File: config.mk
export PLATFORM = sky130hd
export DESIGN_NAME = midi_message_validator
export DESIGN_NICKNAME = d
export VERILOG_FILES = /design/src/rtl/mmv_pkg.sv /design/src/rtl/mmv_input_stage.sv /design/src/rtl/mmv_checker.sv /design/src/rtl/midi_message_validator.sv
export SDC_FILE = /design/constraint.sdc
export NUM_CORES = 1
export LEC_CHECK = 0
export ABC_AREA = 1
export BUFFER_PORTS_ARGS = -buffer_cell sky130_fd_sc_hd__buf_2
export CAP_MARGIN = 20
export CORE_ASPECT_RATIO = 0.5
export CORE_MARGIN = 2
export CORE_UTILIZATION = 60
export DETAILED_ROUTE_END_ITERATION = 6
export PLACE_DENSITY = 0.9
export SYNTH_ARGS = -nofsm -noshare
export SYNTH_HDL_FRONTEND = slang
export SYNTH_HIERARCHICAL = 1
export SYNTH_SLANG_ARGS = --single-unit
File: constraint.sdc
create_clock -name clk -period 6.1 [get_ports clk]
set_input_delay 0.61 -clock clk [delete_from_list [all_inputs] [get_ports clk]]
set_output_delay 0.61 -clock clk [all_outputs]
set_load 0.005 [all_outputs]
File: src/rtl/mmv_pkg.sv
// Package for the MIDI message validator: byte item type, status constants
// and the expected message length table. No dependencies.

package mmv_pkg;

    localparam int BYTE_W  = 8;
    localparam int COUNT_W = 3;
    localparam int LEN_W   = 3;
    localparam int TAB_N   = 23;
    localparam int IDX_W   = $clog2(TAB_N);

    localparam logic [BYTE_W-1:0]  SYSEX_START = 8'hF0;
    localparam logic [BYTE_W-1:0]  SYSEX_END   = 8'hF7;
    localparam logic [BYTE_W-1:0]  SYS_MASK    = 8'hF0;
    localparam logic [3:0]         SYS_BASE    = 4'h7;
    localparam logic [COUNT_W-1:0] COUNT_SAT   = 3'd4;

    // Index 0..6: channel messages 0x8n..0xEn; 7..22: system messages 0xF0..0xFF.
    // Zero marks undefined codes.
    localparam logic [LEN_W-1:0] MSG_LEN [TAB_N] = '{
        3'd3, 3'd3, 3'd3, 3'd3, 3'd2, 3'd2, 3'd3, 3'd0,
        3'd2, 3'd3, 3'd2, 3'd0, 3'd0, 3'd1, 3'd0, 3'd1,
        3'd0, 3'd1, 3'd1, 3'd1, 3'd0, 3'd1, 3'd1
    };

    typedef struct packed {
        logic [BYTE_W-1:0] data;
        logic              last;
    } byte_item_t;

    function automatic logic [LEN_W-1:0] expected_len(input logic [BYTE_W-1:0] status);
        logic [IDX_W-1:0] idx;
        if ((status & SYS_MASK) != SYS_MASK)
            idx = {2'b00, status[6:4]};
        else
            idx = {1'b0, status[3:0]} + {1'b0, SYS_BASE};
        return MSG_LEN[idx];
    endfunction

endpackage

File: src/rtl/mmv_input_stage.sv
// Input register stage of the MIDI message validator.
// Depends on mmv_pkg for the byte item type.

module mmv_input_stage (
    input  logic                clk,
    input  logic                rst_n,
    input  logic                in_valid,
    output logic                in_ready,
    input  mmv_pkg::byte_item_t in_item,
    output logic                s1_valid,
    input  logic                s1_take,
    output mmv_pkg::byte_item_t s1_item
);

    logic                valid_reg;
    mmv_pkg::byte_item_t item_reg;

    assign in_ready = !valid_reg || s1_take;
    assign s1_valid = valid_reg;
    assign s1_item  = item_reg;

    always_ff @(posedge clk or negedge rst_n)
    begin
        if (!rst_n)
        begin
            valid_reg <= 1'b0;
        end
        else if (in_ready)
        begin
            valid_reg <= in_valid;
        end
    end

    always_ff @(posedge clk)
    begin
        if (in_ready && in_valid)
        begin
            item_reg <= in_item;
        end
    end

endmodule

File: src/rtl/mmv_checker.sv
// Message state tracking, length/format judgment and result register.
// Depends on mmv_pkg for the length table and byte item type.

module mmv_checker (
    input  logic                              clk,
    input  logic                              rst_n,
    input  logic                              s1_valid,
    output logic                              s1_take,
    input  mmv_pkg::byte_item_t               s1_item,
    output logic                              out_valid,
    input  logic                              out_ready,
    output logic                              valid_res,
    output logic [mmv_pkg::BYTE_W-1:0]        status_byte
);

    logic [mmv_pkg::BYTE_W-1:0]  first_byte_reg, first_byte_next;
    logic [mmv_pkg::COUNT_W-1:0] byte_count_reg, byte_count_next;
    logic                        middle_ok_reg, middle_ok_next;
    logic                        res_valid_reg;
    logic                        res_ok_reg;
    logic [mmv_pkg::BYTE_W-1:0]  res_status_reg;

    logic                        slot_free;
    logic [mmv_pkg::BYTE_W-1:0]  b;
    logic [mmv_pkg::BYTE_W-1:0]  status;
    logic [mmv_pkg::LEN_W-1:0]   len;
    logic                        ok;
    logic                        emit;

    assign slot_free = !res_valid_reg || out_ready;
    // Non-final bytes never need the result slot.
    assign s1_take   = s1_valid && (!s1_item.last || slot_free);
    assign emit      = s1_take && s1_item.last;
    assign b         = s1_item.data;

    always_comb
    begin
        first_byte_next = (byte_count_reg == '0) ? b : first_byte_reg;
        status          = first_byte_next;
        len             = (byte_count_reg < mmv_pkg::COUNT_SAT) ?
                          (byte_count_reg + 3'd1) : mmv_pkg::COUNT_SAT;

        if (!status[7])
            ok = 1'b0;
        else if (status == mmv_pkg::SYSEX_START)
            ok = (len >= 3'd3) && (b == mmv_pkg::SYSEX_END) && middle_ok_reg;
        else if (len != mmv_pkg::expected_len(status))
            ok = 1'b0;
        else if (len == 3'd1)
            ok = 1'b1;
        else
            ok = middle_ok_reg && !b[7];

        if (s1_item.last)
        begin
            byte_count_next = '0;
            middle_ok_next  = 1'b1;
        end
        else
        begin
            byte_count_next = (byte_count_reg < mmv_pkg::COUNT_SAT) ?
                              (byte_count_reg + 3'd1) : byte_count_reg;
            middle_ok_next  = middle_ok_reg && !((byte_count_reg != '0) && b[7]);
        end
    end

    always_ff @(posedge clk or negedge rst_n)
    begin
        if (!rst_n)
        begin
            first_byte_reg <= '0;
            byte_count_reg <= '0;
            middle_ok_reg  <= 1'b1;
        end
        else if (s1_take)
        begin
            first_byte_reg <= first_byte_next;
            byte_count_reg <= byte_count_next;
            middle_ok_reg  <= middle_ok_next;
        end
    end

    always_ff @(posedge clk or negedge rst_n)
    begin
        if (!rst_n)
        begin
            res_valid_reg <= 1'b0;
        end
        else if (slot_free)
        begin
            res_valid_reg <= emit;
        end
    end

    always_ff @(posedge clk)
    begin
        if (emit)
        begin
            res_ok_reg     <= ok;
            res_status_reg <= status;
        end
    end

    assign out_valid   = res_valid_reg;
    assign valid_res   = res_ok_reg;
    assign status_byte = res_status_reg;

    a_count_sat: assert property (@(posedge clk) disable iff (!rst_n)
        byte_count_reg <= mmv_pkg::COUNT_SAT)
        else $error("byte count beyond saturation");

    a_clear_after_last: assert property (@(posedge clk) disable iff (!rst_n)
        emit |=> (byte_count_reg == '0) && middle_ok_reg)
        else $error("message state not cleared after final byte");

    a_no_overwrite: assert property (@(posedge clk) disable iff (!rst_n)
        (res_valid_reg && !out_ready && s1_take) |-> !s1_item.last)
        else $error("pending result overwritten");

endmodule

File: src/rtl/midi_message_validator.sv
// Top level of the MIDI 1.0 message validator.
// Depends on mmv_pkg, mmv_input_stage and mmv_checker.
//
// channel   signals                          transfer when
// input     data_byte, last                  in_valid && in_ready
// result    valid_res, status_byte           out_valid && out_ready
//
// One byte per cycle sustained while no final byte waits on a full result
// register; a final byte passes the input register, then the result
// register, before out_valid rises and the result can transfer.
// Bytes with last low produce no result and pass even while a result stalls.
// A final byte waits in the input register while the result register is full.
// Reset clears the message state: count 0, middle flag set, first byte 0.

module midi_message_validator (
    input  logic                       clk,
    input  logic                       rst_n,
    input  logic                       in_valid,
    output logic                       in_ready,
    input  logic [mmv_pkg::BYTE_W-1:0] data_byte,
    input  logic                       last,
    output logic                       out_valid,
    input  logic                       out_ready,
    output logic                       valid_res,
    output logic [mmv_pkg::BYTE_W-1:0] status_byte
);

    mmv_pkg::byte_item_t in_item;
    mmv_pkg::byte_item_t s1_item;
    logic                s1_valid;
    logic                s1_take;

    assign in_item.data = data_byte;
    assign in_item.last = last;

    mmv_input_stage u_input (
        .clk      (clk),
        .rst_n    (rst_n),
        .in_valid (in_valid),
        .in_ready (in_ready),
        .in_item  (in_item),
        .s1_valid (s1_valid),
        .s1_take  (s1_take),
        .s1_item  (s1_item)
    );

    mmv_checker u_checker (
        .clk         (clk),
        .rst_n       (rst_n),
        .s1_valid    (s1_valid),
        .s1_take     (s1_take),
        .s1_item     (s1_item),
        .out_valid   (out_valid),
        .out_ready   (out_ready),
        .valid_res   (valid_res),
        .status_byte (status_byte)
    );

endmodule
Word level (Yosys, flattened, before mapping)

Memories as Yosys holds them, arrays and structs flattened.
Cells that the tools add are included.

Add/subtract/negate cells: 2
Magnitude comparators: 3
Equality and inequality tests: 5
Multiplexer cells: 13
Bitwise gates (word level): 1
Reductions and logical operators: 20

Operators with widths:

| cell                                                              | number |
|---|---|
| == test 8 bit, second input constant                              | 2 |
| 2-to-1 mux 3 bit                                                  | 5 |
| 2-to-1 mux 5 bit                                                  | 3 |
| logical AND 1 bit                                                 | 8 |
| 2-to-1 mux 8 bit                                                  | 1 |
| greater-or-equal comparator 6 bit, second input constant          | 1 |
| NOT 5 -> 6 bit                                                    | 1 |
| adder 4 x 3 -> 5 bit, second input constant                       | 1 |
| zero test 1 bit                                                   | 5 |
| 2-to-1 mux 1 bit                                                  | 4 |
| != test 4 bit, second input constant                              | 1 |
| adder 3 x 1 -> 3 bit, second input constant                       | 1 |
| == test 3 x 1 -> 1 bit, second input constant                     | 1 |
| greater-or-equal comparator 3 x 2 -> 1 bit, second input constant | 1 |
| zero test 3 bit                                                   | 1 |
| logical OR 1 bit                                                  | 3 |
| less-than comparator 3 bit, second input constant                 | 1 |
| != test 3 bit                                                     | 1 |
| nonzero test 3 bit                                                | 1 |
| AND reduction 2 bit                                               | 1 |
| nonzero test 2 bit                                                | 1 |

Register bits: 32
Bits in read-only memories: 96
Input bits: 13
Output and inout port bits: 11
Logic and storage cells: 54
Memories kept: 1

Memories:

| name             | words | bits a word | rd ports | clocked after Yosys merged registers in | write ports | RTL line      | source |
|---|---|---|---|---|---|---|---|
| (name not given) | 32    | 3           | 1        | 0                                       | 0           | mmv_pkg.sv:37 | `return MSG_LEN[idx];` |

Longest topological paths before layout

Gate-level depths: netlist of run 1.

Word-level depth: 13
Gate-level depth with buffers: 21
Depth with buffers taken out: 20

Hierarchy

Netlist of run 1, hierarchy kept.

By module, submodules not included:

| module          | times used | cells each | area each (sq um) | sequential area each (sq um) |
|---|---|---|---|---|
| mmv_checker     | 1          | 175        | 1383.8            | 596.8 |
| mmv_input_stage | 1          | 15         | 315.3             | 295.3 |

Worst setup path after synthesis of run 1

OpenSTA, ideal clock, no wires.

Kind: register -> register
Start point: reg u_checker/byte_count_reg[0] in the netlist's numbering
End point: reg u_checker.res_ok_reg, in the netlist u_checker/valid_res (data pin)
Arrival time: 2.109 ns
Data required time: 5.959 ns
Setup slack: 3.851 ns
Cell stages (with the launch flop): 20
Buffers on the path: 1
Clock period less this slack: 2.249 ns
Cell sequence: dfrtp_1 -> inv_1 -> ha_1 -> buf_2 -> nand2_8 -> nand2_1 -> nand2_1 -> ha_1 -> nand3b_1 -> nand2_1 -> inv_2 -> nand2_2 -> nand2_4 -> nor2_1 -> nor2_2 -> nand2_1 -> nand2_1 -> a21oi_1 -> nand2_1 -> a21oi_2

Cells in the longest elaborated chain, start to end: 13
Elaborated cells on any way between the ends: 23
Those cells by class: add/sub: 2; order compare: 2; eq/ne: 4; mux: 10; bitwise: 1; reduce/logical: 3; memory: 1

RTL lines:

| item                                                  | RTL line                     | source |
|---|---|---|
| from (decl)                                           | mmv_checker.sv:17            | `logic [mmv_pkg::COUNT_W-1:0] byte_count_reg, byte_count_next;` |
| from (signal assigned)                                | mmv_checker.sv:78            | `byte_count_reg <= byte_count_next;` |
| zero test 3 bit                                       | mmv_checker.sv:38            | `first_byte_next = (byte_count_reg == '0) ? b : first_byte_reg;` |
| 2-to-1 mux 8 bit                                      | mmv_checker.sv:38            |  |
| adder 4 x 3 -> 5 bit or != test 4 bit (tied branches) | mmv_pkg.sv:36, mmv_pkg.sv:33 |  |
| 2-to-1 mux 5 bit                                      | mmv_pkg.sv:33                | `if ((status & SYS_MASK) != SYS_MASK)` |
| 2-to-1 mux 5 bit                                      | mmv_checker.sv:45            | `else if (status == mmv_pkg::SYSEX_START)` |
| 2-to-1 mux 5 bit                                      | mmv_checker.sv:43            | `if (!status[7])` |
| NOT 5 -> 6 bit (not written as such)                  | mmv_pkg.sv:37                |  |
| memory read (32 x 3 bit)                              | -                            |  |
| 2-to-1 mux 3 bit (not written as such) (2 in a row)   | mmv_pkg.sv:37                |  |
| != test 3 bit                                         | mmv_checker.sv:47            | `else if (len != mmv_pkg::expected_len(status))` |
| 2-to-1 mux 1 bit                                      | mmv_checker.sv:47            |  |
| 2-to-1 mux 1 bit                                      | mmv_checker.sv:45            |  |
| to (signal assigned)                                  | mmv_checker.sv:99            | `res_ok_reg <= ok;` |
| to (decl)                                             | mmv_checker.sv:20            | `logic res_ok_reg;` |

Several ways; a longest one is shown, not always the timed one. The select of a mux whose other input is x is not followed.
A chain may end at the register's enable or synchronous reset.

Final worst setup path of run 1

Same ends and word-level chain as after synthesis.

==> results of run 1 <==
synth_stat cells, drive strengths merged:
library cell and n:
nand3b 2, dfrtp 13, o21ai 11, clkbuf 2, nand3 18, nand2 62
dfstp 1, o22ai 3, inv 33, buf 1, nor4 2, nand4 3
clkinv 1, ha 5, nor2 8, edfxtp 18, a21oi 7
power groups by stage:
stage | clock (mW) | sequential, mW | combinational [mW]
global route | 0.221 | 0.343 | 0.491
CTS | 0.210 | 0.335 | 0.435
detailed placement | 0 | 0.339 | 0.429
floorplan | 0 | 0.336 | 0.329
finish | 0.205 | 0.337 | 0.441
global placement | 0 | 0.337 | 0.411
layout make-up:
class | instances | area [um2] | area share
Clock buffer | 6 | 82.6 | 0.0419
Clock inverter | 2 | 33.8 | 0.0171
Inverter | 34 | 130 | 0.0660
Multi-Input combinational cell | 121 | 664 | 0.337
Sequential cell | 32 | 892 | 0.452
Tap cell | 37 | 46.3 | 0.0235
Timing Repair Buffer | 24 | 123 | 0.0622
per-stage QoR:
stage | worst slack [ps] | cell area (um2) | std cells | hold slack (ps) | utilization
after global routing | 3230 | 1970 | 256 | 231 | 0.748
after global placement | 3650 | 1860 | 248 | 467 | 0.704
after detailed placement | 3540 | 1860 | 248 | 475 | 0.704
after CTS | 3510 | 1970 | 256 | 221 | 0.748
after floorplan | 3850 | 1700 | 190 | 314 | -
final | 3470 | 1970 | 256 | 218 | 0.748
worst max-delay path, cell delays in order, from the launching register on:
cell and delay [ps]:
dfrtp_1 410, inv_1 90, ha_1 400, inv_1 90, nor2_1 90, nand2_1 70
nand2_1 160, ha_1 290, a21oi_1 280, nand2_1 110, nand2_1 100, a21oi_1 80
nand3_1 70, nand2_1 50, nand2_1 60, a21oi_2 50
metal layers:
| metal | vias up | routed length [um] |
|---|---|---|
| met3 | 5 | 242 |
| met1 | 602 | 1510 |
| li1 | 668 | - |
| met2 | 53 | 1430 |
| met5 | - | 0 |
| met4 | 0 | 30 |
cell families after synthesis:
logic type,count (synthesis)
buf+inv,37
compound gates,21
simple gates,95
flops,32
fa+ha+maj,5
worst max-delay path by stage:
stage                                startpoint                  end  slack (ps)  depth (start not counted)
floorplan           u_checker/byte_count_reg[0]  u_checker/valid_res        3850                         19
global placement    u_checker/byte_count_reg[0]  u_checker/valid_res        3650                         18
detailed placement  u_checker/byte_count_reg[0]  u_checker/valid_res        3540                         18
CTS                 u_checker/byte_count_reg[0]  u_checker/valid_res        3510                         18
global route        u_checker/byte_count_reg[0]  u_checker/valid_res        3230                         18
finish              u_checker/byte_count_reg[0]  u_checker/valid_res        3470                         15
==> reports/results.ini, run 1 <==
[power_and_ir_drop]
fin_total_pwr_mw = 0.982
p_int_mw = 0.578
ir_worst_vdd_v = 0.000220
p_sw_frac = 0.411
p_leak_nw = 0.974
p_switching_mw = 0.404
pwr-share-clk = 0.208
power_frac_seq = 0.343
p_comb_frac = 0.449
power.density_mw_per_mm2 = 498

[floorplan]
die_x_um = 79.3
start_util = 0.645
core-area_mm2 = 0.00264
die_area_mm2 = 0.00330
fp-row-count = 13
die_h_um = 41.6
top_level_ports = 24

[setup_path]
ff2ff_path_depth = 15
required_ps = 6140
path_class = reg2reg
rr_startpoint = u_checker/byte_count_reg[0]
worstPathMaxFanout = 8
rrSetupSlack_ps = 3470
startpoint_type = flop
worstPathArrival_ps = 2670
timing.rr.end = u_checker/valid_res
end_kind = flop

[sta]
fmax_ghz = 0.380
rsz0062_at_grt = no
fin_crit_ps = 2630
hold_viol_final = 0
finalCritPeriodShare = 0.431
finalClockSkew_ps = 1.73
slew_headroom = 0.415
worst_slew_pin_slew_ps = 875
setup_viol = 0
fin_tns_setup_ps = 0
slew_violations = 0

[logic_synthesis]
synth_cells = 190
ys_top_cells_by_area = edfxtp_1 32%, dfrtp_1 19%, nand2_1 11%
synth-xor-area-share = 0
synth-seq-area-share = 0.525
synth-compound-area-share = 0.0663
synth_top_family_by_area = simple AND/OR/NAND/NOR gates
yosys.area_share.simple = 0.288
yosysTopAreaCell = edfxtp_1
ys.warnings.count = 6
synth_top_area_frac = 0.318
syn_area_mm2 = 0.00170
muxShareOfSynthArea = 0
avgSynthCellArea_um2 = 8.94
syn-num-nets = 208
synthDistinctLibCells = 27
ys_ff_latch = 32
synth_fa_ha_area_frac = 0.0368

[routing]
wl_per_cell_um = 12.6
num_vias = 1328
drt-pass1-iter-count = 4
drc = 0
drt_wl_total_um = 3220
drtIter0Drc = 98
vias_per_cell = 5.19
drtAntennaViolNets = 0

[grt]
track_usage = 0.218
grt_pass1_wl_um = 5460
antenna_found_initial = 0
gr-total-overflow = 0
grt_pass1_vias = 1219
grt_use_met2 = 0.324
grt_most_used_layer = met2
grt_max_degree = 21
use_met3 = 0.0609
use_met1 = 0.302

[cts]
cts_buffers = 5
postCtsHoldBufs = 0
cts_tree = done
clk_pin_slew_ps = 60
root_buffer = clkbuf_8
cts-resized-gates = 0
cts_num_sinks = 32
cts-htree-levels = 2
postCtsSetupBuffers = 0
clkLatencyLatePin_ps = 280
clock_path_buffers = 2

[place]
globalplace.congestion = 0.876
io_buffers = 23
hpwl_um = 2400

[layout]
largest_reg_flops = 9
area_growth_pct = 16.1
final_layout_size_suffix_gt1_frac = 0.247
layout_common_cells = 49 x nand2_1, 29 x inv_1, 23 x buf_2
nFillCells = 174
final_common_cell = nand2_1
fin_nets = 236
antennaDiodeCount = 0

[flow_run]
cap_viol_max_count = 0

[worst_hold_path]
hold_class = in2async

[status]
status = finished, final reports clean

(Power assumes the default switching activity.)
==> inputs of run 2 (changes only) <==
--- a/config.mk
+++ b/config.mk
@@ -5,14 +5,14 @@
 export SDC_FILE = /design/constraint.sdc
 export NUM_CORES = 1
 export LEC_CHECK = 0
-export ABC_AREA = 1
+export ABC_AREA = 0
 export BUFFER_PORTS_ARGS = -buffer_cell sky130_fd_sc_hd__buf_2
 export CAP_MARGIN = 20
 export CORE_ASPECT_RATIO = 0.5
 export CORE_MARGIN = 2
-export CORE_UTILIZATION = 60
+export CORE_UTILIZATION = 56
 export DETAILED_ROUTE_END_ITERATION = 6
-export PLACE_DENSITY = 0.9
+export PLACE_DENSITY = 0.85
 export SYNTH_ARGS = -nofsm -noshare
 export SYNTH_HDL_FRONTEND = slang
 export SYNTH_HIERARCHICAL = 1
==> constraint.sdc (replaced) <==
create_clock -name clk -period 2.5 [get_ports clk]
set_input_delay 0.25 -clock clk [delete_from_list [all_inputs] [get_ports clk]]
set_output_delay 0.25 -clock clk [all_outputs]
set_load 0.005 [all_outputs]
==> reports/results.ini, run 2 <==
[worst_hold_path]
whs_endpoint = u_input/s1_item[0]
worstHoldStart = last
min_path_cells = 1
hold_class = in2reg  ; was in2async

[power_and_ir_drop]
p_switching_mw = 1.03  ; was 0.404 mW
ir_worst_vdd_v = 0.000777  ; was 0.000220 V
pwr-share-clk = 0.182  ; was 0.208
p_leak_nw = 0.927  ; was 0.974 nW
p_comb_frac = 0.509  ; was 0.449
power_frac_seq = 0.309  ; was 0.343
p_int_mw = 1.67  ; was 0.578 mW
p_sw_frac = 0.381  ; was 0.411
power.density_mw_per_mm2 = 1290  ; was 498 mW/mm2

[floorplan]
die_area_mm2 = 0.00341  ; was 0.00330 mm2
die_x_um = 80.6  ; was 79.3 um
core-area_mm2 = 0.00268  ; was 0.00264 mm2
die_h_um = 42.3  ; was 41.6 um
fp-row-count = 13  ; unchanged
start_util = 0.612  ; was 0.645
top_level_ports = 24  ; unchanged

[layout]
fin_area_mm2 = 0.00209  ; was 0.00197 mm2
area_growth_pct = 27.2  ; was 16.1%
largest_reg_flops = 9  ; unchanged
antennaDiodeCount = 0  ; unchanged
final_layout_size_suffix_gt1_frac = 0.355  ; was 0.247
fin_cells = 234  ; was 256
final_common_cell = buf_2  ; was nand2_1
fin_nets = 214  ; was 236
layout_common_cells = 23 x buf_2, 21 x nand2_1, 18 x buf_4, 18 x edfxtp_1, 13 x dfrtp_1  ; was 49 x nand2_1, 29 x inv_1, 23 x buf_2

[logic_synthesis]
synth.most_common_cell = nand2_1  ; unchanged
syn_area_mm2 = 0.00164  ; was 0.00170 mm2
synth_cells = 150  ; was 190
synthArstFlopShare = 0.438  ; unchanged
synth_top_area_frac = 0.329  ; was 0.318
synthDistinctLibCells = 43  ; was 27
avgSynthCellArea_um2 = 11.0  ; was 8.94 um2
yosysTopAreaCell = edfxtp_1  ; unchanged
synth-edff-count = 18  ; unchanged
ys.warnings.count = 6  ; unchanged
synthFlopType = edfxtp_1  ; unchanged
yosys-top-cells-count = 21 x nand2_1, 18 x edfxtp_1, 13 x dfrtp_1, 13 x inv_1, 11 x o21ai_0  ; was 49 x nand2_1, 29 x inv_1, 18 x edfxtp_1, 16 x nand3_1, 13 x dfrtp_1
ys_ff_latch = 32  ; unchanged
syn-num-nets = 168  ; was 208
synth-seq-area-share = 0.543  ; was 0.525
ys_top_cells_by_area = edfxtp_1 33%, dfrtp_1 20%, nand2_1 4.8%  ; was edfxtp_1 32%, dfrtp_1 19%, nand2_1 11%

[sta]
fin_crit_ps = 3000  ; was 2630 ps
worst_slew_pin_slew_ps = 390  ; was 875 ps
fin_tns_setup_ps = -499  ; was 0 ps
finalCritPeriodShare = 1.20  ; was 0.431
slew_headroom = 0.740  ; was 0.415
slew_violations = 0  ; unchanged
fmax_ghz = 0.333  ; was 0.380 GHz
finalWorstSetupSlack_ps = -499  ; was 3470 ps
finalClockSkew_ps = 8.70  ; was 1.73 ps
rsz0062_at_grt = yes  ; was no
setup_viol = 1  ; was 0
hold_viol_final = 0  ; unchanged

[status]
violations = negative setup slack
status = finished, violations left  ; was finished, final reports clean

[cts]
cts-htree-levels = 2  ; unchanged
root_buffer = clkbuf_8  ; unchanged
cts_buffers = 5  ; unchanged
clkLatencyLatePin_ps = 290  ; was 280 ps
clk_pin_slew_ps = 70  ; was 60 ps
cts_tree = done  ; unchanged
clock_path_buffers = 2  ; unchanged
cts_num_sinks = 32  ; unchanged

[place]
globalplace.congestion = 0.906  ; was 0.876
placed_area_mm2 = 0.00194  ; was 0.00186 mm2
dpl_worst_slack_ps = -482  ; was 3540 ps
place_inst = 223  ; was 248
io_buffers = 23  ; unchanged
hpwl_um = 2800  ; was 2400 um

[flow_run]
cap_viol_max_count = 0  ; unchanged

[routing]
wl_per_cell_um = 16.6  ; was 12.6 um
drtAntennaViolNets = 0  ; unchanged
vias_per_cell = 5.71  ; was 5.19
drt-pass1-iter-count = 5  ; was 4
num_vias = 1335  ; was 1328
drc = 0  ; unchanged
drtIter0Drc = 199  ; was 98
drt_wl_total_um = 3870  ; was 3220 um

[setup_path]
required_ps = 2550  ; was 6140 ps
timing.rr.end = u_checker/valid_res  ; unchanged
worstPathMaxFanout = 6  ; was 8
path_class = reg2reg  ; unchanged
rr_startpoint = u_checker/byte_count_reg[1]  ; was u_checker/byte_count_reg[0]
rrSetupSlack_ps = -500  ; was 3470 ps
worstPathArrival_ps = 3050  ; was 2670 ps
ff2ff_path_depth = 14  ; was 15
startpoint_type = flop  ; unchanged
end_kind = flop  ; unchanged

[grt]
antenna_found_initial = 0  ; unchanged
grt_pass1_vias = 1365  ; was 1219
gr-total-overflow = 0  ; unchanged
track_usage = 0.263  ; was 0.218
grt_pass1_wl_um = 6380  ; was 5460 um
grt_max_degree = 15  ; was 21

## run 2: cell count changes after synthesis, sizes merged, moves of 3 or more
cell,change
o22ai,-3
nand3,-15
nand2b,+8
and2,+3
o21ai,+3
nor2,-3
nand4,+3
inv,-20
mux2i,+7
nand2,-41
## run 2: logic make-up after synthesis
group                      count (synthesis)  synth area share
and+or+nand+nor                           53             0.171
AOI/OAI and AO/OA                         33             0.130
DFF                                       32             0.543
buffers and inverters                     16            0.0434
muxes                                      9            0.0632
adders and majority gates                  5            0.0381
xor gates and xnor gates                   2            0.0107
## run 2: critical path: stages (launching register included)
cell and delay [ps]:
dfrtp_1 380, inv_1 70, ha_2 180, nor2b_4 210, mux2_4 340, inv_4 70
ha_4 170, nand2b_1 70, a21oi_2 190, nor3_1 70, o22a_1 250, a211o_1 280
a31oi_2 180, xor2_1 210, o31ai_2 80
## run 2: final cells by class
class	count	area (um2)
clock buffer	6	72.6
clock inverter	2	35.0
fill	180	594
inverter	13	51.3
multi-input combinational	102	732
sequential	32	892
tap	37	46.3
timing repair buffer	42	260
## run 2: worst max path at each step
stage / start / end / cells past startpoint
2_1_floorplan: u_checker/byte_count_reg[0] / u_checker/valid_res / 15
3_3_place_gp: u_checker/byte_count_reg[1] / u_checker/valid_res / 14
3_5_place_dp: u_checker/byte_count_reg[1] / u_checker/valid_res / 14
4_1_cts: u_checker/byte_count_reg[1] / u_checker/valid_res / 14
5_1_grt: u_checker/byte_count_reg[1] / u_checker/valid_res / 14
6_report: u_checker/byte_count_reg[1] / u_checker/valid_res / 14
## run 2: metrics by stage
step                      power, mW   util  hold slack [ps]
after floorplan                1.68      -            -45.6
final                          2.70  0.779              128
after global placement         2.04  0.721              174
after CTS                      2.64  0.777              123
after detailed placement       2.10  0.721              174
after global routing           2.85  0.779              117
## run 2: per-layer routing
layer	GRT usage	part of all wire	up-vias
li1	-	-	631
met1	0.338	0.42	608
met2	0.395	0.45	83
met3	0.0905	0.11	13
met4	0.142	0.019	0
met5	0	0	-
## run 2: repair_timing
action | 4_1_cts | 5_1_grt
buffers inserted | 2 | 0
resized for setup | 4 | 1
endpoints found under the hold margin | 13 | 0
gates cloned | 0 | 0
endpoints found under the setup margin | 1 | 1
hold buffers | 1 | 0
pin swaps | 4 | 0
## run 2: power by group through the flow
stage	Sequential (mW)	Clock [mW]	Combinational (mW)
floorplan	0.835	0	0.846
global placement	0.834	0	1.21
detailed placement	0.839	0	1.26
CTS	0.831	0.496	1.32
global route	0.851	0.514	1.49
finish	0.836	0.491	1.38
==> inputs of run 3 (changes only) <==
--- a/config.mk
+++ b/config.mk
@@ -10,9 +10,9 @@
 export CAP_MARGIN = 20
 export CORE_ASPECT_RATIO = 0.5
 export CORE_MARGIN = 2
-export CORE_UTILIZATION = 56
+export CORE_UTILIZATION = 50
 export DETAILED_ROUTE_END_ITERATION = 6
-export PLACE_DENSITY = 0.85
+export PLACE_DENSITY = 0.81
 export SYNTH_ARGS = -nofsm -noshare
 export SYNTH_HDL_FRONTEND = slang
 export SYNTH_HIERARCHICAL = 1
==> constraint.sdc (replaced) <==
create_clock -name clk -period 2.7 [get_ports clk]
set_input_delay 0.27 -clock clk [delete_from_list [all_inputs] [get_ports clk]]
set_output_delay 0.27 -clock clk [all_outputs]
set_load 0.005 [all_outputs]
==> reports/results.ini, run 3 (synthesized netlist as in run 2, its figures left out) <==
[sta]
hold_viol_final = 0  ; unchanged
slew_violations = 0  ; unchanged
slew_headroom = 0.668  ; was 0.740
fmax_ghz = 0.348  ; was 0.333 GHz
finalCritPeriodShare = 1.07  ; was 1.20
rsz0062_at_grt = yes  ; unchanged
setup_viol = 1  ; unchanged
finalWorstSetupSlack_ps = -177  ; was -499 ps
finalClockSkew_ps = 2.43  ; was 8.70 ps
worst_slew_pin_slew_ps = 498  ; was 390 ps
fin_crit_ps = 2880  ; was 3000 ps

[power_and_ir_drop]
power.density_mw_per_mm2 = 1140  ; was 1290 mW/mm2
p_leak_nw = 0.874  ; was 0.927 nW
ir_worst_vdd_v = 0.000491  ; was 0.000777 V
fin_total_pwr_mw = 2.27  ; was 2.70 mW

[routing]
num_vias = 1307  ; was 1335
wl_per_cell_um = 15.4  ; was 16.6 um
drc = 0  ; unchanged
drtIter0Drc = 194  ; was 199
drt-pass1-iter-count = 4  ; was 5
vias_per_cell = 5.68  ; was 5.71
drtAntennaViolNets = 0  ; unchanged
drt_wl_total_um = 3530  ; was 3870 um

[worst_hold_path]
hold_class = in2reg  ; unchanged
worstHoldStart = last  ; unchanged
min_path_cells = 1  ; unchanged
whs_endpoint = u_input/s1_item[0]  ; unchanged

[cts]
cts_num_sinks = 32  ; unchanged
clk_pin_slew_ps = 60  ; was 70 ps
cts_tree = done  ; unchanged
clkLatencyLatePin_ps = 290  ; about the same
clock_path_buffers = 2  ; unchanged
root_buffer = clkbuf_8  ; unchanged
cts_buffers = 5  ; unchanged
cts-htree-levels = 2  ; unchanged

[setup_path]
rrSetupSlack_ps = -180  ; was -500 ps
path_class = reg2reg  ; unchanged
ff2ff_path_depth = 14  ; unchanged
startpoint_type = flop  ; unchanged
timing.rr.end = u_checker/valid_res  ; unchanged
end_kind = flop  ; unchanged
required_ps = 2740  ; was 2550 ps
worstPathMaxFanout = 6  ; unchanged
rr_startpoint = u_checker/byte_count_reg[1]  ; unchanged
worstPathArrival_ps = 2920  ; was 3050 ps

[layout]
fin_nets = 207  ; was 214
final_layout_size_suffix_gt1_frac = 0.311  ; was 0.355
multiInputGateArea_um2 = 719  ; was 732 um2
antennaDiodeCount = 0  ; unchanged
nFillCells = 233  ; was 180
seqCellArea_um2 = 892  ; unchanged
area_growth_pct = 21.7  ; was 27.2%
final_common_cell = buf_2  ; unchanged
largest_reg_flops = 9  ; unchanged
layout_common_cells = 23 x buf_2, 21 x nand2_1, 18 x edfxtp_1  ; was 23 x buf_2, 21 x nand2_1, 18 x buf_4, 18 x edfxtp_1, 13 x dfrtp_1

[grt]
grt_pass1_wl_um = 5930  ; was 6380 um
gr-total-overflow = 0  ; unchanged
antenna_found_initial = 0  ; unchanged
grt_max_degree = 15  ; unchanged
track_usage = 0.214  ; was 0.263
grt_pass1_vias = 1256  ; was 1365

[status]
status = finished, violations left  ; unchanged
violations = negative setup slack  ; unchanged

[place]
globalplace.congestion = 0.898  ; was 0.906
dpl_worst_slack_ps = -167  ; was -482 ps
hpwl_um = 2620  ; was 2800 um
io_buffers = 23  ; unchanged

[floorplan]
die_h_um = 44.5  ; was 42.3 um
start_util = 0.536  ; was 0.612
die_area_mm2 = 0.00379  ; was 0.00341 mm2
top_level_ports = 24  ; unchanged
core-area_mm2 = 0.00307  ; was 0.00268 mm2
fp-row-count = 14  ; was 13
die_x_um = 85.1  ; was 80.6 um

[flow_run]
cap_viol_max_count = 0  ; unchanged

==> run 3: cell count changes in the layout (fill, tap and decap cells not counted), sizes merged <==
cell,delta
buf,-7
bufinv,-1
clkbuf,+1
==> run 3: cell type report <==
type                       count  share of cell area
clock buffer                   7              0.0382
clock inverter                 1             0.00250
inverter                      13              0.0244
multi-input combinational    102               0.360
sequential                    32               0.446
tap                           40              0.0250
timing repair buffer          35               0.104
==> run 3: worst max-delay path by stage <==
stage                                      to  cells after the start                   startpoint  slack (ps)
after global routing      u_checker/valid_res                     14  u_checker/byte_count_reg[0]        -290
final                     u_checker/valid_res                     14  u_checker/byte_count_reg[1]        -180
after global placement    u_checker/valid_res                     14  u_checker/byte_count_reg[1]         -80
after detailed placement  u_checker/valid_res                     14  u_checker/byte_count_reg[0]        -170
after CTS                 u_checker/valid_res                     14  u_checker/byte_count_reg[0]        -110
after floorplan           u_checker/valid_res                     15  u_checker/byte_count_reg[0]        -140
==> run 3: metal layers <==
metal  global-route usage  share of wire
met5                    0              0
met4                0.127          0.029
met3               0.0690          0.087
met2                0.334           0.44
met1                0.268           0.45
==> run 3: what timing repair did <==
item / 4_1_cts / 5_1_grt
hold buffers: 1 / 0
gates resized for setup: 1 / 0
setup endpoints to repair: 1 / 1
endpoints found under the hold margin: 13 / 0
setup buffers: 2 / 0
pin swaps: 3 / 1
cloned: 0 / 0
==> run 3: worst max-delay path: stages (launching register included) <==
cell and delay, ps:
dfrtp_1 380, inv_1 60, ha_2 170, nor2b_4 180, mux2_4 320, inv_2 70
ha_4 150, nand2b_1 90, a21oi_2 180, nor3_1 70, o22a_1 230, a211o_1 280
a31oi_2 160, xor2_1 200, o31ai_2 70
==> run 3: per-stage QoR <==
| stage | std cells | cell area (um2) | hold slack, ps | setup TNS (ps) | utilization |
|---|---|---|---|---|---|
| 6_report | 230 | 2000 | 157 | -177 | 0.652 |
| 5_1_grt | 230 | 2000 | 145 | -293 | 0.652 |
| 4_1_cts | 230 | 2000 | 154 | -107 | 0.652 |
| 3_5_place_dp | 219 | 1890 | 193 | -167 | 0.616 |
| 3_3_place_gp | 219 | 1890 | 195 | -80.1 | 0.616 |
| 2_1_floorplan | 150 | 1680 | -25.6 | -138 | - |
==> run 3: report_power, final <==
part           internal [mW]  switching [mW]  total [mW]
Sequential             0.677           0.105       0.782
Combinational          0.527           0.613        1.14
Clock                  0.180           0.169       0.350
Total                   1.38           0.887        2.27
